--- src/design/assert_macros.svh ---
// Assertion macros shared by the framer modules.
`ifndef ASSERT_MACROS_SVH
`define ASSERT_MACROS_SVH

// Check that expr holds at every clock edge outside reset.
`define ASSERT_ALWAYS(lbl, clk, rstn, expr) \
    lbl: assert property (@(posedge clk) disable iff (!rstn) (expr)) \
        else $error("assertion failed");

// Check that cond implies expr in the same cycle.
`define ASSERT_IMPLIES(lbl, clk, rstn, cond, expr) \
    lbl: assert property (@(posedge clk) disable iff (!rstn) (cond) |-> (expr)) \
        else $error("assertion failed");

// Check that cond implies expr in the next cycle.
`define ASSERT_NEXT(lbl, clk, rstn, cond, expr) \
    lbl: assert property (@(posedge clk) disable iff (!rstn) (cond) |=> (expr)) \
        else $error("assertion failed");

`endif

--- src/design/apf_pkg.sv ---
// Types, constants and the type table of the packet framer.
package apf_pkg;

    localparam int BUFFER_DEPTH_DEF = 20;
    localparam int MAX_RESULTS      = 20;
    localparam int POS_W            = 5;
    localparam int TICK_W           = 16;
    localparam int NUM_TYPES        = 7;
    localparam int LEN_W            = 8;

    localparam logic [7:0]        SYNC_BYTE       = 8'h21;
    localparam logic [7:0]        CHECK_INIT      = 8'hFF;
    localparam logic [LEN_W-1:0]  MIN_TYPED_LEN   = 8'd5;
    localparam logic [2:0]        FREEFORM_KIND   = 3'd7;
    localparam logic [TICK_W-1:0] TIMEOUT_DEF     = 16'd500;
    localparam logic [TICK_W-1:0] TICK_MAX        = 16'hFFFF;

    localparam logic             KIND_BYTE = 1'b0;
    localparam logic             KIND_TICK = 1'b1;

    localparam logic [7:0]       TYPE_IDS  [NUM_TYPES] =
        '{8'h41, 8'h47, 8'h4D, 8'h51, 8'h42, 8'h43, 8'h4C};
    localparam logic [LEN_W-1:0] TYPE_LENS [NUM_TYPES] =
        '{8'd15, 8'd15, 8'd15, 8'd19, 8'd5, 8'd6, 8'd15};

    typedef struct packed {
        logic       kind;
        logic [7:0] rx_byte;
    } t_in_item;

    typedef struct packed {
        logic [7:0]       out_byte;
        logic [POS_W-1:0] byte_position;
        logic [2:0]       packet_kind;
        logic             status;
        logic [POS_W-1:0] frame_length;
        logic             last;
    } t_out_item;

    typedef struct packed {
        logic             start;
        logic             err;
        logic [2:0]       kind;
        logic [POS_W-1:0] len;
        logic [POS_W-1:0] count;
    } t_emit_req;

    typedef struct packed {
        logic       hit;
        logic [2:0] idx;
    } t_type_hit;

    function automatic t_type_hit type_lookup(input logic [7:0] id,
                                              input logic [LEN_W-1:0] len);
        t_type_hit res;
        res = '0;
        for (int t = NUM_TYPES - 1; t >= 0; t--) begin
            if (id == TYPE_IDS[t] && len == TYPE_LENS[t]) begin
                res.hit = 1'b1;
                res.idx = 3'(t);
            end
        end
        return res;
    endfunction

endpackage

--- src/design/app_packet_framer_with_checksum_core.sv ---
// Top level of the sync-byte packet framer with checksum.
// A frame-ending item starts the output through the FETCH and SEND states; an error result skips FETCH.
// Throughput: 1 input item per cycle while no frame is being sent; input is blocked while a frame
// is sent, one result per cycle through the store's read port while the output is ready.
// Reset (i_rst_n, synchronous, active low): empty frame, check 255, timeout 500 ticks.
`include "assert_macros.svh"

module app_packet_framer_with_checksum_core #(
    parameter int BUFFER_DEPTH = apf_pkg::BUFFER_DEPTH_DEF
) (
    input  logic                       i_clk,
    input  logic                       i_rst_n,
    input  logic                       i_in_valid,
    output logic                       o_in_ready,
    input  apf_pkg::t_in_item          i_in_item,
    output logic                       o_out_valid,
    input  logic                       i_out_ready,
    output apf_pkg::t_out_item         o_out_item,
    input  logic                       i_cfg_we,
    input  logic [apf_pkg::TICK_W-1:0] i_cfg_wdata
);

    localparam int AW = $clog2(BUFFER_DEPTH);

    logic               accept;
    logic               busy;
    logic               we;
    logic [AW-1:0]      waddr;
    logic [7:0]         wdata;
    logic               re;
    logic [AW-1:0]      raddr;
    logic [7:0]         rdata;
    apf_pkg::t_emit_req req;

    assign o_in_ready = !busy;
    assign accept     = i_in_valid && o_in_ready;

    apf_ingest #(
        .BUFFER_DEPTH(BUFFER_DEPTH)
    ) u_ingest (
        .i_clk       (i_clk),
        .i_rst_n     (i_rst_n),
        .i_accept    (accept),
        .i_item      (i_in_item),
        .i_cfg_we    (i_cfg_we),
        .i_cfg_wdata (i_cfg_wdata),
        .o_we        (we),
        .o_waddr     (waddr),
        .o_wdata     (wdata),
        .o_req       (req)
    );

    apf_ram #(
        .WIDTH(8),
        .DEPTH(BUFFER_DEPTH)
    ) u_store (
        .i_clk   (i_clk),
        .i_we    (we),
        .i_waddr (waddr),
        .i_wdata (wdata),
        .i_re    (re),
        .i_raddr (raddr),
        .o_rdata (rdata)
    );

    apf_emit #(
        .BUFFER_DEPTH(BUFFER_DEPTH)
    ) u_emit (
        .i_clk   (i_clk),
        .i_rst_n (i_rst_n),
        .i_req   (req),
        .o_busy  (busy),
        .o_re    (re),
        .o_raddr (raddr),
        .i_rdata (rdata),
        .o_valid (o_out_valid),
        .i_ready (i_out_ready),
        .o_item  (o_out_item)
    );

    `ASSERT_NEXT(a_start_blocks_input, i_clk, i_rst_n, req.start, !o_in_ready)
    `ASSERT_IMPLIES(a_no_write_while_sending, i_clk, i_rst_n, re, !we)

endmodule

--- src/design/apf_ram.sv ---
// Generic single-write, single-read RAM with registered read data.
module apf_ram #(
    parameter int WIDTH = 8,
    parameter int DEPTH = 20
) (
    input  logic                     i_clk,
    input  logic                     i_we,
    input  logic [$clog2(DEPTH)-1:0] i_waddr,
    input  logic [WIDTH-1:0]         i_wdata,
    input  logic                     i_re,
    input  logic [$clog2(DEPTH)-1:0] i_raddr,
    output logic [WIDTH-1:0]         o_rdata
);

    logic [WIDTH-1:0] r_mem [DEPTH];
    logic [WIDTH-1:0] r_rdata;

    always_ff @(posedge i_clk) begin
        if (i_we) begin
            r_mem[i_waddr] <= i_wdata;
        end
        if (i_re) begin
            r_rdata <= r_mem[i_raddr];
        end
    end

    assign o_rdata = r_rdata;

endmodule

--- src/design/apf_ingest.sv ---
// Input side: stores bytes, tracks checksum and idle ticks, decides frame end.
`include "assert_macros.svh"

module apf_ingest #(
    parameter int BUFFER_DEPTH = apf_pkg::BUFFER_DEPTH_DEF
) (
    input  logic                            i_clk,
    input  logic                            i_rst_n,
    input  logic                            i_accept,
    input  apf_pkg::t_in_item               i_item,
    input  logic                            i_cfg_we,
    input  logic [apf_pkg::TICK_W-1:0]      i_cfg_wdata,
    output logic                            o_we,
    output logic [$clog2(BUFFER_DEPTH)-1:0] o_waddr,
    output logic [7:0]                      o_wdata,
    output apf_pkg::t_emit_req              o_req
);

    localparam int CW = $clog2(BUFFER_DEPTH + 1);
    localparam int AW = $clog2(BUFFER_DEPTH);

    logic [CW-1:0]              r_count;
    logic [7:0]                 r_check;
    logic [apf_pkg::TICK_W-1:0] r_idle;
    logic [apf_pkg::TICK_W-1:0] r_timeout;
    logic                       r_sync0;
    logic [7:0]                 r_byte1;

    logic                       is_byte;
    logic                       is_sync;
    logic [CW-1:0]              base;
    logic [CW-1:0]              n_count;
    logic [7:0]                 chk_base;
    logic                       n_sync0;
    logic [7:0]                 n_byte1;
    logic                       full;
    apf_pkg::t_type_hit         hit;
    logic                       typed;
    logic [apf_pkg::TICK_W-1:0] n_idle;
    logic                       timed_out;
    logic                       byte_end;
    logic                       tick_end;

    function automatic logic [apf_pkg::POS_W-1:0] run_len(input logic [CW-1:0] cnt);
        if (cnt >= CW'(apf_pkg::MAX_RESULTS)) begin
            return apf_pkg::POS_W'(apf_pkg::MAX_RESULTS);
        end
        return cnt[apf_pkg::POS_W-1:0];
    endfunction

    always_comb begin
        is_byte  = (i_item.kind == apf_pkg::KIND_BYTE);
        is_sync  = (i_item.rx_byte == apf_pkg::SYNC_BYTE);
        base     = is_sync ? '0 : r_count;
        if (base >= CW'(BUFFER_DEPTH)) begin
            base = '0;
        end
        n_count  = base + CW'(1);
        chk_base = is_sync ? apf_pkg::CHECK_INIT : r_check;
        n_sync0  = (base == CW'(0)) ? is_sync : r_sync0;
        n_byte1  = (base == CW'(1)) ? i_item.rx_byte : r_byte1;
        full     = (n_count >= CW'(BUFFER_DEPTH));
        hit      = apf_pkg::type_lookup(n_byte1, apf_pkg::LEN_W'(n_count));
        typed    = (apf_pkg::LEN_W'(n_count) >= apf_pkg::MIN_TYPED_LEN) && n_sync0 && hit.hit;

        n_idle    = (r_idle == apf_pkg::TICK_MAX) ? r_idle : r_idle + 1'b1;
        timed_out = (n_idle >= r_timeout);

        byte_end = i_accept && is_byte && (full || typed);
        tick_end = i_accept && !is_byte && timed_out;

        o_we    = i_accept && is_byte;
        o_waddr = base[AW-1:0];
        o_wdata = i_item.rx_byte;

        o_req = '0;
        if (byte_end) begin
            o_req.start = 1'b1;
            if (full) begin
                o_req.kind  = apf_pkg::FREEFORM_KIND;
                o_req.len   = n_count[apf_pkg::POS_W-1:0];
                o_req.count = run_len(n_count);
            end else if (chk_base != i_item.rx_byte) begin
                o_req.err   = 1'b1;
                o_req.kind  = hit.idx;
                o_req.count = apf_pkg::POS_W'(1);
            end else begin
                o_req.kind  = hit.idx;
                o_req.len   = n_count[apf_pkg::POS_W-1:0];
                o_req.count = run_len(n_count);
            end
        end else if (tick_end && r_count != '0) begin
            o_req.start = 1'b1;
            o_req.kind  = apf_pkg::FREEFORM_KIND;
            o_req.len   = r_count[apf_pkg::POS_W-1:0];
            o_req.count = run_len(r_count);
        end
    end

    always_ff @(posedge i_clk) begin
        if (!i_rst_n) begin
            r_count   <= '0;
            r_check   <= apf_pkg::CHECK_INIT;
            r_idle    <= '0;
            r_timeout <= apf_pkg::TIMEOUT_DEF;
            r_sync0   <= 1'b0;
            r_byte1   <= '0;
        end else begin
            if (i_cfg_we) begin
                r_timeout <= i_cfg_wdata;
            end
            if (byte_end || tick_end) begin
                r_count <= '0;
                r_check <= apf_pkg::CHECK_INIT;
                r_idle  <= '0;
            end else if (i_accept && is_byte) begin
                r_count <= n_count;
                r_check <= chk_base - i_item.rx_byte;
                r_idle  <= '0;
                r_sync0 <= n_sync0;
                r_byte1 <= n_byte1;
            end else if (i_accept) begin
                r_idle <= n_idle;
            end
        end
    end

    `ASSERT_ALWAYS(a_count_below_depth, i_clk, i_rst_n, r_count < CW'(BUFFER_DEPTH))

endmodule

--- src/design/apf_emit.sv ---
// Output side: reads a finished frame from the store and sends it item by item; an error is one item, not read.
`include "assert_macros.svh"

module apf_emit #(
    parameter int BUFFER_DEPTH = apf_pkg::BUFFER_DEPTH_DEF
) (
    input  logic                            i_clk,
    input  logic                            i_rst_n,
    input  apf_pkg::t_emit_req              i_req,
    output logic                            o_busy,
    output logic                            o_re,
    output logic [$clog2(BUFFER_DEPTH)-1:0] o_raddr,
    input  logic [7:0]                      i_rdata,
    output logic                            o_valid,
    input  logic                            i_ready,
    output apf_pkg::t_out_item              o_item
);

    localparam int AW = $clog2(BUFFER_DEPTH);

    typedef enum logic [1:0] {
        S_IDLE,
        S_FETCH,
        S_SEND
    } t_state;

    t_state                      r_state;
    logic [apf_pkg::POS_W-1:0]   r_idx;
    logic [apf_pkg::POS_W-1:0]   r_n;
    logic [apf_pkg::POS_W-1:0]   r_len;
    logic [2:0]                  r_kind;
    logic                        r_err;

    logic                        is_last;
    logic                        advance;

    always_comb begin
        is_last = (r_idx + 1'b1 == r_n);
        advance = (r_state == S_SEND) && i_ready && !is_last;
        o_busy  = (r_state != S_IDLE);
        o_valid = (r_state == S_SEND);
        o_re    = (r_state == S_FETCH) || advance;
        o_raddr = advance ? AW'(r_idx + 1'b1) : AW'(r_idx);

        o_item.out_byte      = r_err ? 8'd0 : i_rdata;
        o_item.byte_position = r_idx;
        o_item.packet_kind   = r_kind;
        o_item.status        = r_err;
        o_item.frame_length  = r_len;
        o_item.last          = is_last;
    end

    always_ff @(posedge i_clk) begin
        if (!i_rst_n) begin
            r_state <= S_IDLE;
            r_idx   <= '0;
            r_n     <= '0;
            r_len   <= '0;
            r_kind  <= '0;
            r_err   <= 1'b0;
        end else begin
            case (r_state)
                S_IDLE: begin
                    if (i_req.start) begin
                        r_idx   <= '0;
                        r_n     <= i_req.count;
                        r_len   <= i_req.len;
                        r_kind  <= i_req.kind;
                        r_err   <= i_req.err;
                        r_state <= i_req.err ? S_SEND : S_FETCH;
                    end
                end
                S_FETCH: begin
                    r_state <= S_SEND;
                end
                S_SEND: begin
                    if (i_ready) begin
                        if (is_last) begin
                            r_state <= S_IDLE;
                        end else begin
                            r_idx <= r_idx + 1'b1;
                        end
                    end
                end
                default: begin
                    r_state <= S_IDLE;
                end
            endcase
        end
    end

    `ASSERT_IMPLIES(a_idx_in_run, i_clk, i_rst_n, o_valid, r_idx < r_n)
    `ASSERT_IMPLIES(a_err_single, i_clk, i_rst_n, o_valid && r_err, is_last && r_idx == '0)
    `ASSERT_NEXT(a_advance_holds_send, i_clk, i_rst_n, advance, r_state == S_SEND)

endmodule
--- config.mk ---
export PLATFORM = sky130hd
export DESIGN_NAME = app_packet_framer_with_checksum_core
export DESIGN_NICKNAME = d
export VERILOG_FILES = /design/src/design/apf_pkg.sv /design/src/design/app_packet_framer_with_checksum_core.sv /design/src/design/apf_ram.sv /design/src/design/apf_ingest.sv /design/src/design/apf_emit.sv
export VERILOG_INCLUDE_DIRS = /design/src /design/src/design
export SDC_FILE = /design/constraint.sdc
export NUM_CORES = 1
export LEC_CHECK = 0
export BUFFER_PORTS_ARGS = -buffer_cell sky130_fd_sc_hd__buf_4
export CAP_MARGIN = 20
export CORE_ASPECT_RATIO = 0.7
export CORE_MARGIN = 2
export CORE_UTILIZATION = 25
export DETAILED_ROUTE_END_ITERATION = 6
export PLACE_DENSITY_LB_ADDON = 0.3
export SLEW_MARGIN = 0
export SYNTH_ARGS = -nofsm -noshare
export SYNTH_HDL_FRONTEND = slang
export SYNTH_SLANG_ARGS = --single-unit
--- constraint.sdc ---
create_clock -name i_clk -period 6.9 [get_ports i_clk]
set_input_delay 1.035 -clock i_clk [delete_from_list [all_inputs] [get_ports i_clk]]
set_output_delay 1.035 -clock i_clk [all_outputs]
set_load 0.03 [all_outputs]
== After elaboration in Yosys (flattened, before gate mapping) ==
Memory sizes are Yosys's and may differ from the RTL's. A register that Yosys moved wholly into a read port is not among the register bits.
Cells that the tools add are included.
Storage, ports and cells
  register bits after elaboration: 75
  bits in writable memories: 160
  bits of input ports: 30
  output and inout port bits: 25
  logic and storage cells: 128
  memories kept: 1
Cells by class
  $add $sub $neg: 4
  magnitude comparators: 5
  equality and inequality tests: 22
  muxes and demuxes: 48
  bitwise logic cells: 3
  reductions and logical operators: 33
Memory list
  u_store.r_mem: depth 20, bits a word 8, read ports 1, clocked after Yosys merged registers in 1, wr ports 1, RTL line apf_ram.sv:15  | logic [WIDTH-1:0] r_mem [DEPTH];
Operators with widths (count)
  5-bit 2-to-1 mux: 12
  8-bit by 7-bit == test with 1-bit output (second input constant): 7
  13-bit 2-to-1 mux: 3
  4-bit 2-to-1 mux: 7
  8-bit 2-to-1 mux: 3
  1-bit logical AND: 17
  16-bit by 1-bit adder with 16-bit output (second input constant): 1
  16-bit == test (second input constant): 1
  16-bit >= comparator: 1
  1-bit 2-to-1 mux: 16
  16-bit 2-to-1 mux: 1
  5-bit >= comparator (second input constant): 3
  5-bit by 1-bit adder with 5-bit output (second input constant): 2
  5-bit by 3-bit == test with 1-bit output (second input constant): 2
  5-bit one-hot mux with 2 select lines: 1
  8-bit by 6-bit == test with 1-bit output (second input constant): 1
  2-bit 2-to-1 mux: 4
  8-bit inequality test: 1
  8-bit subtractor: 1
  2-bit one-hot mux with 3 select lines: 1
  5-bit by 1-bit == test with 1-bit output (second input constant): 1
  5-bit by 4-bit == test with 1-bit output (second input constant): 1
  5-bit == test: 1
  5-bit == test (second input constant): 1
  17 further kinds: 26

== Depth between registers and ports, before layout ==
  word-level depth: 23
  gate-level depth with buffers: 21
  depth with buffers taken out: 18

== By module ==
From an unflattened synthesis, not the netlist that was laid out.
Unflattened totals
  cells, all modules: 1014
  area, all modules: 12115.4 µm²
By module, submodules not included
  apf_ram: instances 1, cells an instance 308, area each 6562.5 µm², seq. area each 5044.8 µm²
  apf_ingest: instances 1, cells an instance 565, area each 4408.0 µm², seq. area each 1081.0 µm²
  apf_emit: instances 1, cells an instance 139, area each 1134.8 µm², seq. area each 420.4 µm²
  app_packet_framer_with_checksum_core: instances 1, cells an instance 2, area each 10.0 µm², seq. area each 0.0 µm²

== Least setup slack after synthesis ==
No wires, ideal clock.
  path type: input port to flip-flop
  start: in i_in_item[7] (netlist name)
  end: reg u_emit.r_n[0] (netlist name)
  setup time: 0.128 ns
  arrival time: 4.656 ns
  data required time: 6.772 ns
  setup slack: 2.117 ns
  stages: 17
  path buffers: 3
  cell sequence: buf_2 or4_1 nor2_2 nor2_1 nand2_1 ha_1 clkbuf_1 o211a_1 nor2_1 a2111o_1 a21bo_4 or3_1 o2111a_1 a21o_1 buf_6 a221oi_2 nor2_1
Between the ends
  cells in the longest elaborated chain, start to end: 20
  elaborated cells between the ends (all ways): 49
  classes of those cells: 1 x add/sub; 3 x order compare; 14 x eq/ne; 18 x mux; 13 x reduce/logical
Ends and longest elaborated chain
  start, declared: RTL line app_packet_framer_with_checksum_core.sv:15  | input apf_pkg::t_in_item i_in_item,
  branches (longest 20 deep; another with 5-bit >= comparator)
  end signal, assigned: RTL line apf_emit.sv:66  | r_n <= i_req.count;
  end, declared: RTL line apf_emit.sv:29  | logic [apf_pkg::POS_W-1:0] r_n;
Parallel ways; which one is timed is not known. The select of a mux whose other input is x is not followed.
A chain may end at the register's enable or synchronous reset.

== Final worst setup path ==
  start: reg u_ingest.r_idle[4] (netlist name)
  end: reg u_emit.r_idx[4] (netlist name)
Between the ends
  cells in the longest elaborated chain, start to end: 9
  elaborated cells between the ends (all ways): 10
  classes of those cells: 1 x add/sub; 1 x order compare; 2 x eq/ne; 3 x mux; 3 x reduce/logical
Ends and longest elaborated chain
  start, declared: RTL line apf_ingest.sv:24  | logic [apf_pkg::TICK_W-1:0] r_idle;
  start signal, assigned: RTL line apf_ingest.sv:123  | r_idle <= n_idle;
  16-bit by 1-bit adder with 16-bit output / 16-bit == test (equally long branches): RTL line apf_ingest.sv:66  | n_idle = (r_idle == apf_pkg::TICK_MAX) ? r_idle : r_idle + 1'b1;
  16-bit 2-to-1 mux *: RTL line apf_ingest.sv:66
  net u_ingest.n_idle (one bit): RTL line apf_ingest.sv:39  | logic [apf_pkg::TICK_W-1:0] n_idle;
  16-bit >= comparator *: RTL line apf_ingest.sv:67  | timed_out = (n_idle >= r_timeout);
  1-bit logical AND *: RTL line apf_ingest.sv:70  | tick_end = i_accept && !is_byte && timed_out;
  1-bit logical AND *: RTL line apf_ingest.sv:92  | end else if (tick_end && r_count != '0) begin
  1-bit 2-to-1 mux *: RTL line apf_ingest.sv:92
  1-bit 2-to-1 mux *: RTL line apf_ingest.sv:77  | if (byte_end) begin
  2-bit inequality test (no line) *
  4-bit AND reduction (no line) *
  end signal, assigned: RTL line apf_emit.sv:81  | r_idx <= r_idx + 1'b1;
  end, declared: RTL line apf_emit.sv:28  | logic [apf_pkg::POS_W-1:0] r_idx;
Mark *: on every way through the listed nets, which the timed path passes. The rest lies on a longest branch.

==> impl_results.html <==
<table>
<tr><th>Metric</th><th>Value</th></tr>
<tr><th colspan="2">Pwr</th></tr>
<tr><td>Leakage power</td><td>5.08 nW</td></tr>
<tr><td>Worst VDD drop</td><td>147 µV</td></tr>
<tr><td>Pwr dens</td><td>207 mW/mm²</td></tr>
<tr><td>Power after layout</td><td>3.13 mW</td></tr>
<tr><th colspan="2">Run</th></tr>
<tr><td>Number of maximum-capacitance violations</td><td>0</td></tr>
<tr><th colspan="2">Synthesis</th></tr>
<tr><td>Number of synthesized register bits</td><td>243</td></tr>
<tr><td>Compound-Gate Fraction of Synth Area</td><td>16.0%</td></tr>
<tr><td>Number of enable-type register cells in the synthesized netlist</td><td>168</td></tr>
<tr><td>Top flip-flop cell by instance count after synthesis</td><td>sky130_fd_sc_hd__edfxtp_1</td></tr>
<tr><td>Library cells used by synthesis</td><td>82</td></tr>
<tr><td>Mux share of post-synthesis cell area</td><td>10.7%</td></tr>
<tr><td>Post-Synth XOR/XNOR Area</td><td>2.60%</td></tr>
<tr><td>Count of mapped cells out of synthesis</td><td>1204</td></tr>
<tr><td>Area of the mapped netlist</td><td>0.0131 mm²</td></tr>
<tr><td>Adder and majority cell fraction of the synthesized area</td><td>2.83%</td></tr>
<tr><td>Avg Synthesized Cell Area</td><td>between 10 and 15 µm²</td></tr>
<tr><td>Share of the yosys chip area belonging to registers</td><td>50.1%</td></tr>
<tr><td>Total nets after synthesis</td><td>1263</td></tr>
<tr><td>Ys async rst share</td><td>0%</td></tr>
<tr><td>Count of yosys warnings during synthesis</td><td>0</td></tr>
<tr><td>Largest family of logic cells by synthesized area</td><td>compound AO/OA/AOI/OAI gates</td></tr>
<tr><td>Simple-gate share of the synthesized area</td><td>between 10 and 15%</td></tr>
<tr><th colspan="2">Setup path</th></tr>
<tr><td>Largest driver fanout on the critical path</td><td>18</td></tr>
<tr><td>Max incr delay on CP</td><td>approximately 0.7 ns</td></tr>
<tr><td>Required time of the critical path</td><td>7.38 ns</td></tr>
<tr><td>Startpoint type of the worst setup path</td><td>register</td></tr>
<tr><td>Critical Path Slowest Stage Cell</td><td>sky130_fd_sc_hd__nor4_1</td></tr>
<tr><td>Critical Setup Path Class</td><td>reg2reg</td></tr>
<tr><td>Capturing element type of the critical path</td><td>register</td></tr>
<tr><td>Worst Path Arrival</td><td>between 6 and 7 ns</td></tr>
<tr><td>Sequence of cells on the critical path</td><td>nand4_1, nor4_1, and3_1, and3_1, nor2_1, xor2_1, ha_1, a21o_1, a2111oi_0, o21ai_0, nor4b_1, o311ai_0, buf_4, o2111a_1, a21o_1, nand2_1, a21oi_1</td></tr>
<tr><th colspan="2">Layout</th></tr>
<tr><td>Final standard cell utilization of the core</td><td>slightly below 30%</td></tr>
<tr><td>Final-stage net count</td><td>~1300</td></tr>
<tr><td>Final antenna diode count</td><td>0</td></tr>
<tr><td>Fraction of layout cells with a size suffix above 1</td><td>between 10 and 15%</td></tr>
<tr><td>Multi-input gate area</td><td>between 0.006 and 0.007 mm²</td></tr>
<tr><td>P&amp;R area growth vs syn</td><td>15.8%</td></tr>
<tr><td>Fill count</td><td>5316</td></tr>
<tr><td>Flip-flop and latch area</td><td>0.00655 mm²</td></tr>
<tr><th colspan="2">STA</th></tr>
<tr><td>Hold Vio Cnt, Final</td><td>0</td></tr>
<tr><td>Crit share post-route</td><td>between 80% and 90%</td></tr>
<tr><td>RSZ-0062 raised after global routing</td><td>no</td></tr>
<tr><td>PnR worst setup slack</td><td>1.35 ns</td></tr>
<tr><td>Normalized max-slew margin</td><td>27.2%</td></tr>
<tr><td>Actual transition at the worst max-transition pin</td><td>1.08 ns</td></tr>
<tr><td>Worst-case clock skew</td><td>0.0117 ns</td></tr>
<tr><td>Post-layout minimum cycle time</td><td>roughly 5.5 ns</td></tr>
<tr><td>Setup TNS Final</td><td>0 ns</td></tr>
<tr><td>Number of pins with negative max-slew slack in the final report</td><td>0</td></tr>
<tr><td>Setup violations, final</td><td>0</td></tr>
<tr><td>Peak clock frequency supported by timing</td><td>roughly 180 MHz</td></tr>
<tr><td>Final hold slack</td><td>0.469 ns</td></tr>
<tr><th colspan="2">Place</th></tr>
<tr><td>Count of input and output buffers</td><td>54</td></tr>
<tr><td>HPWL after DPL</td><td>25800 µm</td></tr>
<tr><td>Post-placement worst setup slack</td><td>1.06 ns</td></tr>
<tr><td>Gpl congestion</td><td>roughly 0.83</td></tr>
<tr><th colspan="2">GRT</th></tr>
<tr><td>Antenna violations before repair</td><td>1</td></tr>
<tr><td>Pin count of the biggest net entering global routing</td><td>100</td></tr>
<tr><td>First-pass GRT wire length</td><td>57900 µm</td></tr>
<tr><td>Vias in the first global route</td><td>9348</td></tr>
<tr><td>Total global routing overflow</td><td>0</td></tr>
<tr><td>All-Layer GR Usage</td><td>between 10% and 20%</td></tr>
<tr><th colspan="2">Outcome</th></tr>
<tr><td>Result of the run</td><td>complete, no violations</td></tr>
<tr><th colspan="2">Clocking</th></tr>
<tr><td>Number of post-CTS setup repair buffers</td><td>0</td></tr>
<tr><td>Clock network latency to the later pin of the worst-skew pair</td><td>0.55 ns</td></tr>
<tr><td>Clk slew on worst S/H paths</td><td>0.06 ns</td></tr>
<tr><td>TritonCTS clock tree</td><td>yes</td></tr>
<tr><td>CTS HTree Levels</td><td>1</td></tr>
<tr><td>Root Buffer Master</td><td>sky130_fd_sc_hd__clkbuf_16</td></tr>
<tr><td>Maximum number of buffers from clock root to sink</td><td>3</td></tr>
<tr><td>CTS hold repair buffers</td><td>0</td></tr>
<tr><td>CTS Sinks</td><td>between 200 and 250</td></tr>
<tr><td>Clock buffer count from CTS</td><td>26</td></tr>
<tr><td>Post-cts gate resize count</td><td>0</td></tr>
<tr><th colspan="2">Die</th></tr>
<tr><td>Area enclosed by the die boundary</td><td>roughly 0.054 mm²</td></tr>
<tr><td>Die Width</td><td>277 µm</td></tr>
<tr><td>Core region area</td><td>0.0519 mm²</td></tr>
<tr><td>Number of top-level pins</td><td>55</td></tr>
<tr><td>Starting density of the core</td><td>25.2%</td></tr>
<tr><td>Die outline height</td><td>between 150 and 200 µm</td></tr>
<tr><td>Number of placement rows</td><td>70</td></tr>
<tr><th colspan="2">Detailed routing</th></tr>
<tr><td>Number of DRC violations after detailed-routing iteration 0</td><td>918</td></tr>
<tr><td>Remaining routing DRC violations</td><td>0</td></tr>
<tr><td>Detailed-route vias per instance</td><td>slightly below 5</td></tr>
<tr><td>Length of the first detailed-routing pass in iterations</td><td>6</td></tr>
<tr><td>Detailed-route wire length</td><td>38100 µm</td></tr>
<tr><td>Wire length per cell</td><td>19.7 µm</td></tr>
<tr><td>Remaining antenna violation count after routing</td><td>0</td></tr>
<tr><td>Vias</td><td>9568</td></tr>
<tr><th colspan="2">Worst hold path</th></tr>
<tr><td>Min-Delay Path Class</td><td>reg2reg</td></tr>
</table>
-- cells by family (layout without fill, tap and decap cells) --
group                      count (synthesis)  count (layout)
AOI/OAI and AO/OA                        298             298
xor gates and xnor gates                  38              38
adders and majority gates                 29              29
buffers and inverters                    122             166
DFF                                      243             243
muxes                                    128             128
and+or+nand+nor                          346             346
-- metal layers --
layer	vias to the layer above	global-route usage (%)	wire [µm]
met5	-	0	0
met4	0	2.36	525
met2	233	20.0	15500
met1	4693	21.1	19600
met3	39	2.99	2450
li1	4603	-	-
-- Yosys cell counts (9+ instances only) --
cell type                     n  area share (%)
sky130_fd_sc_hd__mux4_2       9             1.6
sky130_fd_sc_hd__and3_1      11            0.53
sky130_fd_sc_hd__a21o_1       9            0.52
sky130_fd_sc_hd__buf_2       12            0.46
sky130_fd_sc_hd__xnor2_1     24             1.6
sky130_fd_sc_hd__o21ai_0     19            0.73
sky130_fd_sc_hd__nand4_1      9            0.43
sky130_fd_sc_hd__edfxtp_1   168              39
sky130_fd_sc_hd__ha_1        28             2.7
sky130_fd_sc_hd__o22ai_1      9            0.43
sky130_fd_sc_hd__a211o_1      9            0.60
sky130_fd_sc_hd__a211oi_1    80             4.6
sky130_fd_sc_hd__nand2b_1    13            0.62
sky130_fd_sc_hd__nor2_1      80             2.3
sky130_fd_sc_hd__a2111oi_0   13            0.87
sky130_fd_sc_hd__nand3_1     19            0.73
sky130_fd_sc_hd__nor2b_1     57             2.7
sky130_fd_sc_hd__buf_1       11            0.32
sky130_fd_sc_hd__clkbuf_1    54             1.6
sky130_fd_sc_hd__nand2_1     83             2.4
sky130_fd_sc_hd__inv_1       40             1.1
sky130_fd_sc_hd__a21oi_1     84             3.2
sky130_fd_sc_hd__nor4_1      10            0.48
sky130_fd_sc_hd__xor2_1      13            0.87
sky130_fd_sc_hd__dfxtp_1     75              11
sky130_fd_sc_hd__o211ai_1    16            0.92
sky130_fd_sc_hd__mux2i_1    116             8.9
sky130_fd_sc_hd__nor3_1      28             1.1
-- worst max-delay path: cells and delay by family, from the launching register on --
| kind | cells | cell delay, ns |
|---|---|---|
| simple gates | 7 | 2.17 |
| xor+xnor | 1 | 0.16 |
| fa+ha+maj | 1 | 0.31 |
| buf+inv | 1 | 0.21 |
| compound gates | 7 | 2.14 |
| flops | 1 | 0.47 |
-- stage by stage --
step	std cells	cell area, µm²
after detailed placement	1888	14300
after global placement	1888	14300
after floorplan	1204	13100
after CTS	1932	15100
after global routing	1932	15100
final	1932	15100
-- power by group --
group	internal, mW	leakage (nW)	switching [mW]	total (mW)
Clock	0.791	0.412	0.589	1.38
Combinational	0.0629	2.55	0.110	0.173
Sequential	1.57	2.12	0.00928	1.58
-- state kept, by name, indices dropped and copies added (netlist names) --
register and count:
u_emit.r_len 5, u_store.o_rdata 8, u_emit.r_idx 5, u_ingest.r_byte1 8
u_store.r_mem 160, u_ingest.r_count 5, u_emit.r_err 1, u_emit.r_n 5
u_emit.r_state 2, u_ingest.r_check 8, u_ingest.r_timeout 16, u_emit.r_kind 3
u_ingest.r_sync0 1, u_ingest.r_idle 16
-- final timing paths --
check | end | cells after the start | slack, ns | from
hold reg to reg | u_emit.r_n[1] | 2 | 0.47 | u_emit.r_n[1]
setup / recovery | u_emit.r_idx[4] | 17 | 1.35 | u_ingest.r_idle[4]
setup reg to reg | u_emit.r_idx[4] | 17 | 1.35 | u_ingest.r_idle[4]
hold / removal | u_emit.r_n[1] | 2 | 0.47 | u_emit.r_n[1]
-- area by class of cell --
type	count	share of cell area, %
well taps	684	5.66
inverters	40	0.992
multi-input cells	839	40.5
clock inverters	10	0.504
flip-flops and latches	243	43.3
clock buffers	34	4.92
repair buffers	82	4.15
-- cells in the final DEF (no fill, tap or decap), types with 11 or more instances in the layout --
master / synthesis / routed
sky130_fd_sc_hd__and3_1: 11 / 11
sky130_fd_sc_hd__nor2_1: 80 / 79
sky130_fd_sc_hd__xnor2_1: 24 / 24
sky130_fd_sc_hd__o21ai_0: 19 / 19
sky130_fd_sc_hd__mux2i_1: 116 / 116
sky130_fd_sc_hd__nand2_1: 83 / 83
sky130_fd_sc_hd__xor2_1: 13 / 12
sky130_fd_sc_hd__nand2b_1: 13 / 13
sky130_fd_sc_hd__a211oi_1: 80 / 80
sky130_fd_sc_hd__nor2b_1: 57 / 57
sky130_fd_sc_hd__clkbuf_16: 0 / 28
sky130_fd_sc_hd__buf_4: 3 / 81
sky130_fd_sc_hd__dfxtp_1: 75 / 74
sky130_fd_sc_hd__nor3_1: 28 / 26
sky130_fd_sc_hd__nand3_1: 19 / 19
sky130_fd_sc_hd__a2111oi_0: 13 / 13
sky130_fd_sc_hd__a21oi_1: 84 / 84
sky130_fd_sc_hd__inv_1: 40 / 40
sky130_fd_sc_hd__edfxtp_1: 168 / 168
sky130_fd_sc_hd__ha_1: 28 / 27
sky130_fd_sc_hd__o211ai_1: 16 / 16
Note: power is estimated with default switching activity, not from simulation.
